--- config.mk ---
export PLATFORM = sky130hd
export DESIGN_NAME = nac_ctrl
export DESIGN_NICKNAME = d
export VERILOG_FILES = /design/src/sv/nac_pkg.sv /design/src/sv/nac_ctrl.sv
export SDC_FILE = /design/constraint.sdc
export NUM_CORES = 1
export LEC_CHECK = 0
export BUFFER_PORTS_ARGS = -buffer_cell sky130_fd_sc_hd__buf_2
export CORE_AREA = 2 2 239 241
export DETAILED_ROUTE_END_ITERATION = 6
export DIE_AREA = 0 0 241 243
export PLACE_DENSITY = 0.42
export SLEW_MARGIN = 20
export SYNTH_ARGS = -nofsm -noshare
export SYNTH_HDL_FRONTEND = slang
export SYNTH_SLANG_ARGS = --single-unit
--- constraint.sdc ---
create_clock -name i_clk -period 6.4 [get_ports i_clk]
set_input_delay 0.64 -clock i_clk [delete_from_list [all_inputs] [get_ports i_clk]]
set_output_delay 0.64 -clock i_clk [all_outputs]
set_load 0.03 [all_outputs]
--- src/sv/nac_pkg.sv ---
// Shared types, sizes and status codes for the neighbor address cache.
`default_nettype none

package nac_pkg;

    localparam int ENTRIES  = 32;
    localparam int IDX_W    = (ENTRIES > 1) ? $clog2(ENTRIES) : 1;
    localparam int CNT_W    = $clog2(ENTRIES + 1);

    localparam int IP_W     = 64;
    localparam int MAC_W    = 48;
    localparam int IFACE_W  = 4;
    localparam int SLOT_W   = 5;
    localparam int STATUS_W = 3;

    localparam int IN_DATA_W  = 184;
    localparam int OUT_DATA_W = 64;

    typedef logic [STATUS_W-1:0] t_status;

    localparam t_status ST_HIT     = 3'd0;
    localparam t_status ST_MISS    = 3'd1;
    localparam t_status ST_ADDED   = 3'd2;
    localparam t_status ST_PRESENT = 3'd3;
    localparam t_status ST_FULL    = 3'd4;

    typedef struct packed {
        logic [IFACE_W-1:0] iface;
        logic [MAC_W-1:0]   mac;
        logic [IP_W-1:0]    key_low;
        logic [IP_W-1:0]    key_high;
    } t_entry;

    localparam int ENTRY_W = $bits(t_entry);

    typedef struct packed {
        logic               action;
        logic [IP_W-1:0]    ip_high;
        logic [IP_W-1:0]    ip_low;
        logic [MAC_W-1:0]   mac_in;
        logic [IFACE_W-1:0] iface_in;
    } t_item;

    typedef struct packed {
        t_status            status;
        logic [MAC_W-1:0]   mac_out;
        logic [IFACE_W-1:0] iface_out;
        logic [SLOT_W-1:0]  slot;
    } t_result;

endpackage

`default_nettype wire

--- src/sv/nac_ctrl.sv ---
// Scan sequencer: walks the entry memory, decides the result, appends on a learn miss unless full.
`default_nettype none

module nac_ctrl
    import nac_pkg::*;
(
    input  wire logic             i_clk,
    input  wire logic             i_rst_n,
    input  wire logic             i_item_valid,
    output logic                  o_item_ready,
    input  wire t_item            i_item,
    output logic                  o_res_valid,
    input  wire logic             i_res_ready,
    output t_result               o_res,
    output logic      [IDX_W-1:0] o_rd_addr,
    input  wire logic [ENTRY_W-1:0] i_rd_data,
    output logic                  o_wr_en,
    output logic      [IDX_W-1:0] o_wr_addr,
    output logic      [ENTRY_W-1:0] o_wr_data
);

    localparam logic [1:0] S_IDLE   = 2'd0;
    localparam logic [1:0] S_SCAN   = 2'd1;
    localparam logic [1:0] S_RESULT = 2'd2;

    logic [1:0]       r_state, n_state;
    logic [CNT_W-1:0] r_fill, n_fill;
    logic [CNT_W-1:0] r_rd_idx, n_rd_idx;
    logic             r_pend, n_pend;
    logic [IDX_W-1:0] r_cmp_idx, n_cmp_idx;
    t_item            r_item, n_item;
    t_result          r_res, n_res;

    t_entry           rd_entry;
    t_entry           wr_entry;
    logic             issue;
    logic             match;

    assign rd_entry = t_entry'(i_rd_data);
    assign issue    = (r_rd_idx < r_fill);
    assign match    = r_pend && (rd_entry.key_high == r_item.ip_high)
                             && (rd_entry.key_low == r_item.ip_low);

    always_comb begin
        wr_entry.key_high = r_item.ip_high;
        wr_entry.key_low  = r_item.ip_low;
        wr_entry.mac      = r_item.mac_in;
        wr_entry.iface    = r_item.iface_in;
    end

    assign o_rd_addr = r_rd_idx[IDX_W-1:0];
    assign o_wr_addr = r_fill[IDX_W-1:0];
    assign o_wr_data = ENTRY_W'(wr_entry);
    assign o_res     = r_res;

    always_comb begin
        n_state      = r_state;
        n_fill       = r_fill;
        n_rd_idx     = r_rd_idx;
        n_pend       = r_pend;
        n_cmp_idx    = r_cmp_idx;
        n_item       = r_item;
        n_res        = r_res;
        o_item_ready = 1'b0;
        o_res_valid  = 1'b0;
        o_wr_en      = 1'b0;
        unique case (r_state)
            S_IDLE: begin
                o_item_ready = 1'b1;
                if (i_item_valid) begin
                    n_item   = i_item;
                    n_rd_idx = '0;
                    n_pend   = 1'b0;
                    n_state  = S_SCAN;
                end
            end
            S_SCAN: begin
                if (match) begin
                    // first matching entry wins; slot carries the entry index
                    n_res.slot = SLOT_W'(r_cmp_idx);
                    if (r_item.action) begin
                        n_res.status    = ST_PRESENT;
                        n_res.mac_out   = '0;
                        n_res.iface_out = '0;
                    end else begin
                        n_res.status    = ST_HIT;
                        n_res.mac_out   = rd_entry.mac;
                        n_res.iface_out = rd_entry.iface;
                    end
                    n_state = S_RESULT;
                end else if (!r_pend && !issue) begin
                    // every filled entry compared without a match
                    n_res.mac_out   = '0;
                    n_res.iface_out = '0;
                    n_res.slot      = '0;
                    if (!r_item.action) begin
                        n_res.status = ST_MISS;
                    end else if (r_fill == CNT_W'(ENTRIES)) begin
                        n_res.status = ST_FULL;
                    end else begin
                        o_wr_en      = 1'b1;
                        n_res.status = ST_ADDED;
                        n_res.slot   = SLOT_W'(r_fill);
                        n_fill       = r_fill + CNT_W'(1);
                    end
                    n_state = S_RESULT;
                end else if (issue) begin
                    n_rd_idx  = r_rd_idx + CNT_W'(1);
                    n_pend    = 1'b1;
                    n_cmp_idx = r_rd_idx[IDX_W-1:0];
                end else begin
                    n_pend = 1'b0;
                end
            end
            S_RESULT: begin
                o_res_valid = 1'b1;
                if (i_res_ready) begin
                    n_state = S_IDLE;
                end
            end
            default: begin
                n_state = S_IDLE;
            end
        endcase
    end

    always_ff @(posedge i_clk) begin
        if (!i_rst_n) begin
            r_state  <= S_IDLE;
            r_fill   <= '0;
            r_rd_idx <= '0;
            r_pend   <= 1'b0;
        end else begin
            r_state  <= n_state;
            r_fill   <= n_fill;
            r_rd_idx <= n_rd_idx;
            r_pend   <= n_pend;
        end
    end

    always_ff @(posedge i_clk) begin
        r_cmp_idx <= n_cmp_idx;
        r_item    <= n_item;
        r_res     <= n_res;
    end

    a_fill_bound: assert property (@(posedge i_clk) disable iff (!i_rst_n)
        r_fill <= CNT_W'(ENTRIES))
        else $error("fill count beyond capacity");

    a_write_grows: assert property (@(posedge i_clk) disable iff (!i_rst_n)
        o_wr_en |=> (r_fill == $past(r_fill) + CNT_W'(1)) && (r_state == S_RESULT))
        else $error("append did not advance fill count");

    a_cmp_in_range: assert property (@(posedge i_clk) disable iff (!i_rst_n)
        (r_state == S_SCAN && r_pend) |-> (CNT_W'(r_cmp_idx) < r_fill))
        else $error("compared an unfilled entry");

    a_hit_is_lookup: assert property (@(posedge i_clk) disable iff (!i_rst_n)
        (o_res_valid && (o_res.status == ST_HIT || o_res.status == ST_MISS))
            |-> !r_item.action)
        else $error("lookup status on a learn item");

endmodule

`default_nettype wire

**Word level (Yosys, flattened, before mapping)**

Cells that the tools add are included.

- Output and inout port bits: 253
- Flip-flop bits (word level): 261
- Logic and storage cells: 75
- Input port bits: 365

- Magnitude comparators: 1
- Equal/unequal tests: 11
- $add $sub $neg: 2
- Multiplexer cells: 29
- Reduce and logical (&&, ||, !) cells: 15
- Bitwise operators: 3

Operators with widths:

| kind | number |
|---|---|
| $eq A64 B64 Y1 | 2 |
| $mux W60 | 2 |
| $mux W54 | 1 |
| $mux W6 | 4 |
| $add A6 B1 Y6 const B | 2 |
| $pmux W6 S2 | 1 |
| $mux W1 | 11 |
| $mux W5 | 2 |
| $ne A2 B2 Y1 const B | 5 |
| $reduce_and A5 Y1 | 2 |
| $mux W2 | 4 |
| $reduce_and A4 Y1 | 2 |
| $eq A6 B6 Y1 const B | 1 |
| $lt A6 B6 Y1 | 1 |
| $mux W3 | 2 |
| $pmux W2 S3 | 1 |
| $reduce_and A2 Y1 | 2 |
| $reduce_bool A2 Y1 | 2 |
| $logic_and A1 B1 Y1 | 3 |
| $ne A3 B3 Y1 const B | 1 |
| $not A1 Y1 | 3 |
| $reduce_and A3 Y1 | 1 |
| $eq A2 B1 Y1 const B | 1 |
| $eq A2 B2 Y1 const B | 1 |
| 3 further kinds | 4 |

**Longest topological paths before layout**

Gate-level depths: netlist (run 1).

- Word-level depth: 6
- Gate-level depth with buffers: 10

**Worst setup path after synthesis (run 1)**

OpenSTA, ideal clock, no wires.

- Kind: reg-to-reg
- From: reg r_state[0]
- To: reg r_rd_idx[3]
- Required time: 6268 ps
- Cell stages (with the launch flop): 7
- Library setup time: 132 ps
- Path buffers: 0
- Arrival time: 5330 ps
- Slack: 937 ps
- Path through: dfxtp_1 -> nor2_1 -> nand2_1 -> inv_1 -> o31ai_1 -> a32oi_1 -> a21oi_1

- Longest elaborated chain between the ends: 3
- Elaborated cells on any way between the ends: 9
- Those cells by class: eq/ne (5); mux (1); reduce/logical (3)

RTL lines:

| what | RTL line | text |
|---|---|---|
| start, declared | nac_ctrl.sv:26 | `logic [1:0] r_state, n_state;` |
| start signal, assigned | nac_ctrl.sv:134 | `r_state <= n_state;` |
| $eq A2 B1 Y1 or $logic_not A2 Y1 (tied branches) | nac_ctrl.sv:67 | `unique case (r_state)` |
| $ne A2 B2 Y1 (no line) or $reduce_bool A2 Y1 (tied branches) | n/a |  |
| $reduce_and A5 Y1 (no line) | n/a |  |
| end signal, assigned | nac_ctrl.sv:136 | `r_rd_idx <= n_rd_idx;` |
| end, declared | nac_ctrl.sv:28 | `logic [CNT_W-1:0] r_rd_idx, n_rd_idx;` |

Several ways; a longest one is shown, not always the timed one.
A chain may end at the register's enable or synchronous reset.

**Worst setup path in the final report (run 1)**

- From: reg r_item, in the netlist o_wr_data[61]
- To: reg r_res, in the netlist o_res[36], enable pin

- Longest elaborated chain between the ends: 5

RTL lines:

| what | RTL line | text |
|---|---|---|
| start, declared | nac_ctrl.sv:31 | `t_item r_item, n_item;` |
| start signal, assigned | nac_ctrl.sv:143 | `r_item <= n_item;` |
| $eq A64 B64 Y1 | nac_ctrl.sv:41 | `assign match = r_pend && (rd_entry.key_high == r_item.ip_high)` |
| $logic_and A1 B1 Y1 | nac_ctrl.sv:41 |  |
| $logic_and A1 B1 Y1 | nac_ctrl.sv:42 | `&& (rd_entry.key_low == r_item.ip_low);` |
| $reduce_bool A2 Y1 (no line) | n/a |  |
| $reduce_and A2 Y1 (no line) | n/a |  |
| end signal, assigned | nac_ctrl.sv:144 | `r_res <= n_res;` |
| end, declared | nac_ctrl.sv:32 | `t_result r_res, n_res;` |

Every way passes these cells.

==> reports/qor.csv, run 1 <==
metric,value,unit
io_buffer_count,617,
max_freq,242,MHz
drive_gt1_share,48.5,%
routedWlPerCell,21.0,µm
ys_async_sr_fraction,0,%
ctsResizeCount,0,
yosys.area.top_type_share,60.2,%
synth_seq_cells,261,
clkLatencyLatePin,530,ps
power.density,291,nW/µm²
leakagePower,6.35,nW
seq_area,7690,µm²
wirelength,45.4,mm
crit_path_end_kind,register,
cts_hold_buf,0,
hpwl,37.4,mm
io_pins,618,
min_path_type,in2reg,
setup_tns,0,ps
ys_seq_area_share,62.6,%
synthFlopType,edfxtp_1,
synth_edf_count,246,
fp.dieW,241,µm
synthDistinctLibCells,54,
final_max_slew_viol_count,0,
grt_pass1_vias,9000,
cp_max_fo,61,
synthToLayoutAreaGrowth,29.8,%
combPwrFrac,15.9,%
syn_inst,924,
synth_largest_area_cell,edfxtp_1,
syn_area,12300,µm²
maxCapViolCount,0,
cts_setup_buffers,0,
yosys_warnings,0,
core,56000,µm²
numCtsBuffers,34,
cts.clk_slew.worst_paths,60,ps
hold_viol,0,
cts_tree,yes,
mostFrequentLayoutCell,buf_2,
antenna_left,0,
p_int,3.33,mW
rsz0062_at_grt,false,
antenna_found_initial,12,
tightest_slew,888,ps
die_area,58600,µm²
start_kind,register,
initial_core_util,21.9,%
vias,8622,
p_sw_share,28.1,%
syn_area_per_cell,13.3,µm²
drt-vias-per-instance,3.98,
critPathRequiredTime,6550,ps
worstSetupPathType,reg2reg,
h-tree-depth,2,
setup_violations,0,
p_total,4.64,mW
drc,0,
arrival,4270,ps
clockRootBuffer,clkbuf_16,
grt-ovfl-total,0,
grt_max_degree,69,
place.gp.congestion,0.795,
clock_sinks,261,
synth_nets,1298,
n_fill_cell,5938,
synthTopCellsByArea,"edfxtp_1 60%, buf_4 12%, xnor2_1 6.3%",
power_frac_seq,44.9,%
final_cell_mix,"617 x buf_2, 246 x edfxtp_1, 88 x xnor2_1, 53 x and2_1, 46 x nand4_1",
drt_pass1_iterations,5,
slew_headroom,40.3,%
dr.first_iter.drc_count,394,
p_sw,1.30,mW
fin_nets,1754,
track_usage,14.9,%
fin_skew,13.9,ps
dieHeight,243,µm
max-vdd-ir-drop,0.185,mV
ff2ff_path_depth,7,
period_minus_slack,4130,ps
clock_path_buffers,3,
grt_pass1_wl,62.2,mm
fin_crit_sh,64.5,%
status,completed,
row_count,87,
multi_input_area,3010,µm²
min_path_cells,1,
power_frac_clock,39.2,%
[path summary, 6_finish.rpt]
path / start / end / slack [ps]
max reg2reg: o_wr_data[61]$_DFFE_PP_ / o_res[36]$_SDFFCE_PP0P_ / 2270
max: o_wr_data[61]$_DFFE_PP_ / o_res[36]$_SDFFCE_PP0P_ / 2270
min: i_item[16] / o_wr_data[140]$_DFFE_PP_ / 280
min reg2reg: r_rd_idx[5]$_SDFFE_PN0P_ / r_rd_idx[5]$_SDFFE_PN0P_ / 520
[kinds of logic (layout without fill, tap and decap cells)]
group	Yosys count	in the layout	share of synthesized area [%]
flip-flops	261	261	62.6
other	0	5	0
adder cells (fa/ha/maj)	9	9	0.918
XOR/XNOR	103	103	7.35
AO/OA/AOI/OAI	44	44	2.50
multiplexers	2	2	0.173
buffers and inverters	226	705	12.8
AND/OR/NAND/NOR	279	279	13.6
[per-layer routing]
layer	share of wire (%)	wire length, µm	track usage [%]	vias to the layer above
li1	-	-	-	4054
met1	38	17200	16.6	4072
met2	50	22600	26.0	414
met3	9.5	4290	5.64	68
met4	2.5	1140	4.68	14
met5	0.22	98	0	-
[power by group through the flow]
stage	sequential, mW	clock [mW]	combinational [mW]
after detailed placement	2.12	0	0.753
final	2.08	1.82	0.737
after global routing	2.10	1.95	0.791
after floorplan	2.17	0	0.476
after CTS	2.09	1.89	0.755
after global placement	2.12	0	0.756
[through the flow]
stage	cell area, µm²	worst slack, ps	utilization (%)	std cells	hold slack, ps
after global routing	15900	2060	28.5	2162	242
after detailed placement	14900	1920	26.6	2100	508
after global placement	14900	1970	26.6	2100	493
after CTS	15900	2190	28.4	2159	237
after floorplan	12300	937	-	924	452
final	15900	2270	28.5	2164	282
[flip-flops by register name, indices dropped and copies added (netlist names)]
register / flops
r_rd_idx: 6
r_item: 1
r_cmp_idx: 5
r_pend: 1
r_fill: 6
o_wr_data: 180
r_state: 2
o_res: 60
[critical path, cell delays in order, from the launching register on]
cell and delay (ps):
edfxtp_1 420, xnor2_1 270, nand4_1 240, nor4_1 770, nand4_1 370, or4_1 800
a21oi_4 180, buf_4 620
[cell usage after synthesis, drive strengths merged (8+ instances only)]
library cell / n
a21oi: 8
and2: 53
buf: 194
clkbuf: 9
dfxtp: 15
edfxtp: 246
ha: 9
inv: 23
nand2: 28
nand2b: 23
nand3: 12
nand4: 46
nor2: 19
nor2b: 35
nor3: 16
nor4: 22
o21ai: 10
xnor2: 88
xor2: 15
[layout make-up]
| cell class | count | area share [%] |
|---|---|---|
| diodes | 5 | 0.0785 |
| clock buffers | 42 | 5.66 |
| clock inverters | 17 | 0.888 |
| inverters | 23 | 0.589 |
| multi-input cells | 437 | 18.9 |
| flip-flops and latches | 261 | 48.3 |
| well taps | 756 | 5.94 |
| repair buffers | 623 | 19.7 |
Power figures use the tool's default switching activity.
==> inputs of run 2 (changes only) <==
ABC_AREA = 1   (was not set)
CORE_AREA = 2 2 243 245   (was 2 2 239 241)
DIE_AREA = 0 0 245 247   (was 0 0 241 243)
PLACE_DENSITY = 0.44   (was 0.42)
clock period = 3.8 ns   (was 6.4 ns; I/O delays follow)
==> reports/qor.csv, run 2 <==
metric,value,unit
power_frac_seq,42.3,%
min_path_type,in2reg,
p_sw,3.23,mW
core,58200,µm²
synthToLayoutAreaGrowth,41.1,%
numCtsBuffers,30,
drt_pass1_iterations,5,
max_freq,304,MHz
final_cell_mix,"617 x buf_2, 372 x nand2_1, 266 x inv_1, 246 x edfxtp_1, 179 x dlygate4sd3_1",
routedWlPerCell,19.1,µm
syn_inst,1433,
antenna_found_initial,11,
power_frac_clock,30.2,%
synth_nets,1807,
wirelength,55.2,mm
route.met3.wl,3.97,mm
syn_area,13400,µm²
cp_max_fo,61,
wl_met2,26.6,mm
p_total,9.26,mW
syn_area_per_cell,9.38,µm²
crit_path_end_kind,register,
max-vdd-ir-drop,0.374,mV
place_inst,2642,
synth_largest_area_cell,edfxtp_1,
ys_async_sr_fraction,0,%
drc,0,
clkLatencyLatePin,590,ps
track_usage,17.4,%
rsz0062_at_grt,false,
grt_max_degree,62,
drt-met1-wl,22.9,mm
cts.clk_slew.worst_paths,60,ps
ys_seq_area_share,57.2,%
final_max_slew_viol_count,0,
synthFlopType,edfxtp_1,
arrival,3540,ps
initial_core_util,23.1,%
clockRootBuffer,clkbuf_16,
cts_tree,yes,
synthTopCellsByArea,"edfxtp_1 55%, buf_4 11%, nand2_1 10%",
instances_no_fill,2883,
synthDistinctLibCells,36,
die_area,60500,µm²
grt_pass1_wl,75.4,mm
place.gp.congestion,0.851,
status,completed,
reg2reg_from,o_wr_data[106]$_DFFE_PP_,
grt-ovfl-total,0,
combPwrFrac,27.5,%
h-tree-depth,1,
hold_viol,0,
drive_gt1_share,34.0,%
io_pins,618,
min-delay-start,i_item[131],
leakagePower,9.44,nW
antenna_left,0,
synth_common_cells,"372 x nand2_1, 267 x inv_1, 246 x edfxtp_1, 190 x buf_4, 109 x nor2_1",
grt_pass1_vias,11556,
fin_skew,29.7,ps
drt-vias-per-instance,3.99,
yosys_warnings,0,
synth.most_common_cell,nand2_1,
vias,11489,
fin_util,32.6,%
p_sw_share,34.9,%
period_minus_slack,3290,ps
n_fill_cell,6113,
io_buffer_count,617,
critPathRequiredTime,4050,ps
slew_headroom,37.6,%
setup_tns,0,ps
yosys.area.top_type_share,55.0,%
fin_crit_sh,86.5,%
setup_violations,0,
largest_register_ff_count,180,
power.density,488,nW/µm²
fin_nets,2454,
p_int,6.03,mW
mostFrequentLayoutCell,buf_2,
clock_path_buffers,3,
synth_edf_count,246,
cp-startpoint,o_wr_data[106]$_DFFE_PP_,
fp.dieW,245,µm
start_kind,register,
row_count,89,
top_layer_used,met5,
clock_sinks,261,
cts_setup_buffers,0,
maxCapViolCount,0,
tightest_slew,934,ps
dr.first_iter.drc_count,659,
synth_seq_cells,261,
hpwl,45.7,mm
worstSetupPathType,reg2reg,
dieHeight,247,µm
-- run 2: cell type report --
cell class	count	area (µm²)	share of cell area (%)
Antenna cell	7	17.5	0.0924
Timing Repair Buffer	812	5040	26.6
Tap cell	773	967	5.10
Multi-Input combinational cell	705	3310	17.4
Clock inverter	13	97.6	0.515
Inverter	270	1020	5.36
Sequential cell	261	7690	40.5
Clock buffer	42	837	4.41
-- run 2: what timing repair did --
| action | in CTS | in global routing |
|---|---|---|
| hold buffers | 177 | 2 |
| setup endpoints to repair | 0 | 1 |
| resized for setup | 0 | 1 |
| endpoints found under the hold margin | 177 | 2 |
-- run 2: per-layer routing --
metal,global-route usage [%],vias up
li1,-,5681
met1,21.5,5241
met2,29.4,485
met3,4.19,76
met4,6.31,6
met5,0,-
-- run 2: worst max-delay path: stages, from the launching register on --
cell	delay, ps
edfxtp_1	430
nand2_1	120
nand2_1	230
nor2_1	670
nand4_1	170
nor2_1	130
nand2_1	210
nor2_4	350
nand3_4	170
o21ai_4	110
buf_12	310
-- run 2: power by group through the flow --
stage | clock network, mW | registers [mW] | logic (mW)
CTS | 2.89 | 3.92 | 2.57
finish | 2.79 | 3.92 | 2.55
global route | 2.98 | 3.96 | 2.75
detailed placement | 0 | 3.98 | 2.42
floorplan | 0 | 4.12 | 1.52
global placement | 0 | 3.97 | 2.42
-- run 2: worst paths after layout --
check,cells past startpoint,to,slack [ps]
setup reg to reg,10,o_res[37]$_SDFFCE_PP0P_,510
hold reg to reg,2,r_rd_idx[5]$_SDFFE_PN0P_,530
setup / recovery,10,o_res[37]$_SDFFCE_PP0P_,510
hold / removal,1,o_wr_data[15]$_DFFE_PP_,40
-- run 2: cell families (layout without fill, tap and decap cells) --
| family | count (synthesis) | in the layout | share of synthesized area, % |
|---|---|---|---|
| buf+inv | 467 | 1137 | 18.4 |
| compound gates | 45 | 45 | 1.87 |
| simple gates | 630 | 630 | 20.4 |
| fa+ha+maj | 9 | 9 | 0.838 |
| flops | 261 | 261 | 57.2 |
| other cells | 0 | 7 | 0 |
| xor+xnor | 21 | 21 | 1.37 |
-- run 2: metrics by stage --
| stage | hold slack (ps) | setup slack, ps | instance area (µm²) |
|---|---|---|---|
| floorplan | 469 | 21.8 | 13400 |
| global placement | 498 | 134 | 16200 |
| detailed placement | 521 | 123 | 16200 |
| CTS | 3.27 | 153 | 18900 |
| global route | 2.57 | 237 | 19000 |
| finish | 36.7 | 515 | 19000 |
==> inputs of run 3 (changes only) <==
REMOVE_ABC_BUFFERS = 1   (was not set)
==> reports/qor.csv, run 3 (same netlist as run 2, synthesis figures left out) <==
metric,value,unit
grt_pass1_wl,76.7,mm
io_pins,618,
fin_crit_sh,84.6,%
cpPeakStageDelay,450,ps
min_path_cells,1,
drt_pass1_iterations,5,
setup_slack,583,ps
routedWlPerCell,19.2,µm
drive_gt1_share,34.3,%
hpwl,46.1,mm
ff2ff_path_depth,10,
final_cell_mix,"617 x buf_2, 372 x nand2_1, 266 x inv_1, 246 x edfxtp_1, 178 x dlygate4sd3_1",
p_total,9.47,mW
fin_skew,21.6,ps
grt_pass1_vias,11701,
r2r_end,o_res[31]$_SDFFCE_PP0P_,
crit_path_end_kind,register,
fp.dieW,245,µm
start_kind,register,
hold_viol,0,
die_area,60500,µm²
row_count,89,
tightest_slew,880,ps
numCtsBuffers,31,
core,58200,µm²
clkLatencyLatePin,580,ps
clock_path_buffers,3,
cts_tree,yes,
drc,0,
status,completed,
largest_register_ff_count,180,
pre_cts_slack,-287,ps
antenna_left,0,
power.density,499,nW/µm²
worst_path_max_delay_cell,xnor2_2,
setup_violations,0,
place_inst,2634,
timing.critical_path.mode_cell,nor2_1,
n_fill_cell,6092,
cp_max_fo,40,
clock_sinks,261,
clockRootBuffer,clkbuf_16,
final_max_slew_viol_count,0,
max-vdd-ir-drop,0.352,mV
grt_max_degree,83,
worstSetupPathType,reg2reg,
place.gp.congestion,0.866,
path_cells,"xnor2_2, nand3_1, nor2_1, nand2_1, nor2_1, nand2_2, nor2_8, nand3_4, o21ai_4, buf_12",
synthToLayoutAreaGrowth,41.3,%
initial_core_util,23.1,%
period_minus_slack,3220,ps
rrSetupSlack,580,ps
min_to,o_wr_data[15]$_DFFE_PP_,
dr.first_iter.drc_count,585,
grt-ovfl-total,0,
leakagePower,9.45,nW
drt-vias-per-instance,4.01,
instances_no_fill,2875,
antenna_found_initial,11,
min_path_type,in2reg,
vias,11540,
reg2reg_from,o_wr_data[50]$_DFFE_PP_,
arrival,3490,ps
mostFrequentLayoutCell,buf_2,
dieHeight,247,µm
critPathRequiredTime,4070,ps
cts_setup_buffers,0,
maxCapViolCount,0,
crit_buf_inv,1,
track_usage,17.5,%
io_buffer_count,617,
rsz0062_at_grt,false,
max_freq,311,MHz
crit_family,simple AND/OR/NAND/NOR gates,
cts.clk_slew.worst_paths,60,ps
h-tree-depth,1,
slew_headroom,41.2,%
fin_nets,2446,
min-delay-start,i_item[131],
wirelength,55.3,mm
[run 3: cell types whose count changed in the layout (fill, tap and decap cells not counted), sizes merged]
| cell | change |
|---|---|
| clkinvlp | +2 |
| inv | +4 |
| diode | -2 |
| bufinv | +3 |
| buf | -8 |
| clkbuf | -8 |
| dlygate4sd3 | -1 |
| clkinv | +2 |
[run 3: cell type report]
class	count	area, µm²	area share (%)
sequential	261	7690	40.5
timing repair buffer	803	4970	26.2
clock inverter	24	236	1.25
antenna	5	12.5	0.0659
clock buffer	34	787	4.14
multi-input combinational	705	3310	17.4
tap	773	967	5.09
inverter	270	1020	5.38
[run 3: report_power, final]
group          internal [mW]  switching [mW]  leakage (nW)
sequential              3.66           0.262          2.48
clock                   1.77            1.27         0.499
combinational          0.749            1.76          6.47
[run 3: what timing repair did]
action,4_1_cts,5_1_grt
pin swaps,0,0
endpoints found under the setup margin,85,43
cloned,0,0
endpoints found under the hold margin,178,0
resized for setup,1,1
hold buffers,178,0
[run 3: worst max path at each step]
| stage | start | cells after the start | endpoint |
|---|---|---|---|
| detailed placement | i_rd_data[50] | 12 | o_res[50]$_SDFFCE_PP0P_ |
| global route | o_wr_data[126]$_DFFE_PP_ | 10 | o_res[30]$_SDFFCE_PP0P_ |
| CTS | o_wr_data[50]$_DFFE_PP_ | 11 | o_res[50]$_SDFFCE_PP0P_ |
| finish | o_wr_data[50]$_DFFE_PP_ | 10 | o_res[31]$_SDFFCE_PP0P_ |
| global placement | i_rd_data[50] | 12 | o_res[27]$_SDFFCE_PP0P_ |
| floorplan | r_state[1]$_SDFFE_PN0P_ | 3 | o_wr_data[0]$_DFFE_PP_ |
[run 3: through the flow]
step	TNS, ps	hold slack [ps]	instance area, µm²	util, %
floorplan	-278590	469	12000	-
global placement	-24890	493	16200	27.7
detailed placement	-15470	497	16200	27.7
CTS	0	11.5	19000	32.6
global route	0	3.77	19000	32.6
finish	0	40.6	19000	32.6
[run 3: metal layers]
metal | up-vias | track usage [%] | part of all wire, %
met2 | 468 | 30.7 | 49
met4 | 6 | 4.30 | 2.1
met3 | 64 | 3.62 | 6.5
li1 | 5649 | - | -
met1 | 5353 | 22.0 | 42
met5 | - | 0 | 0.074
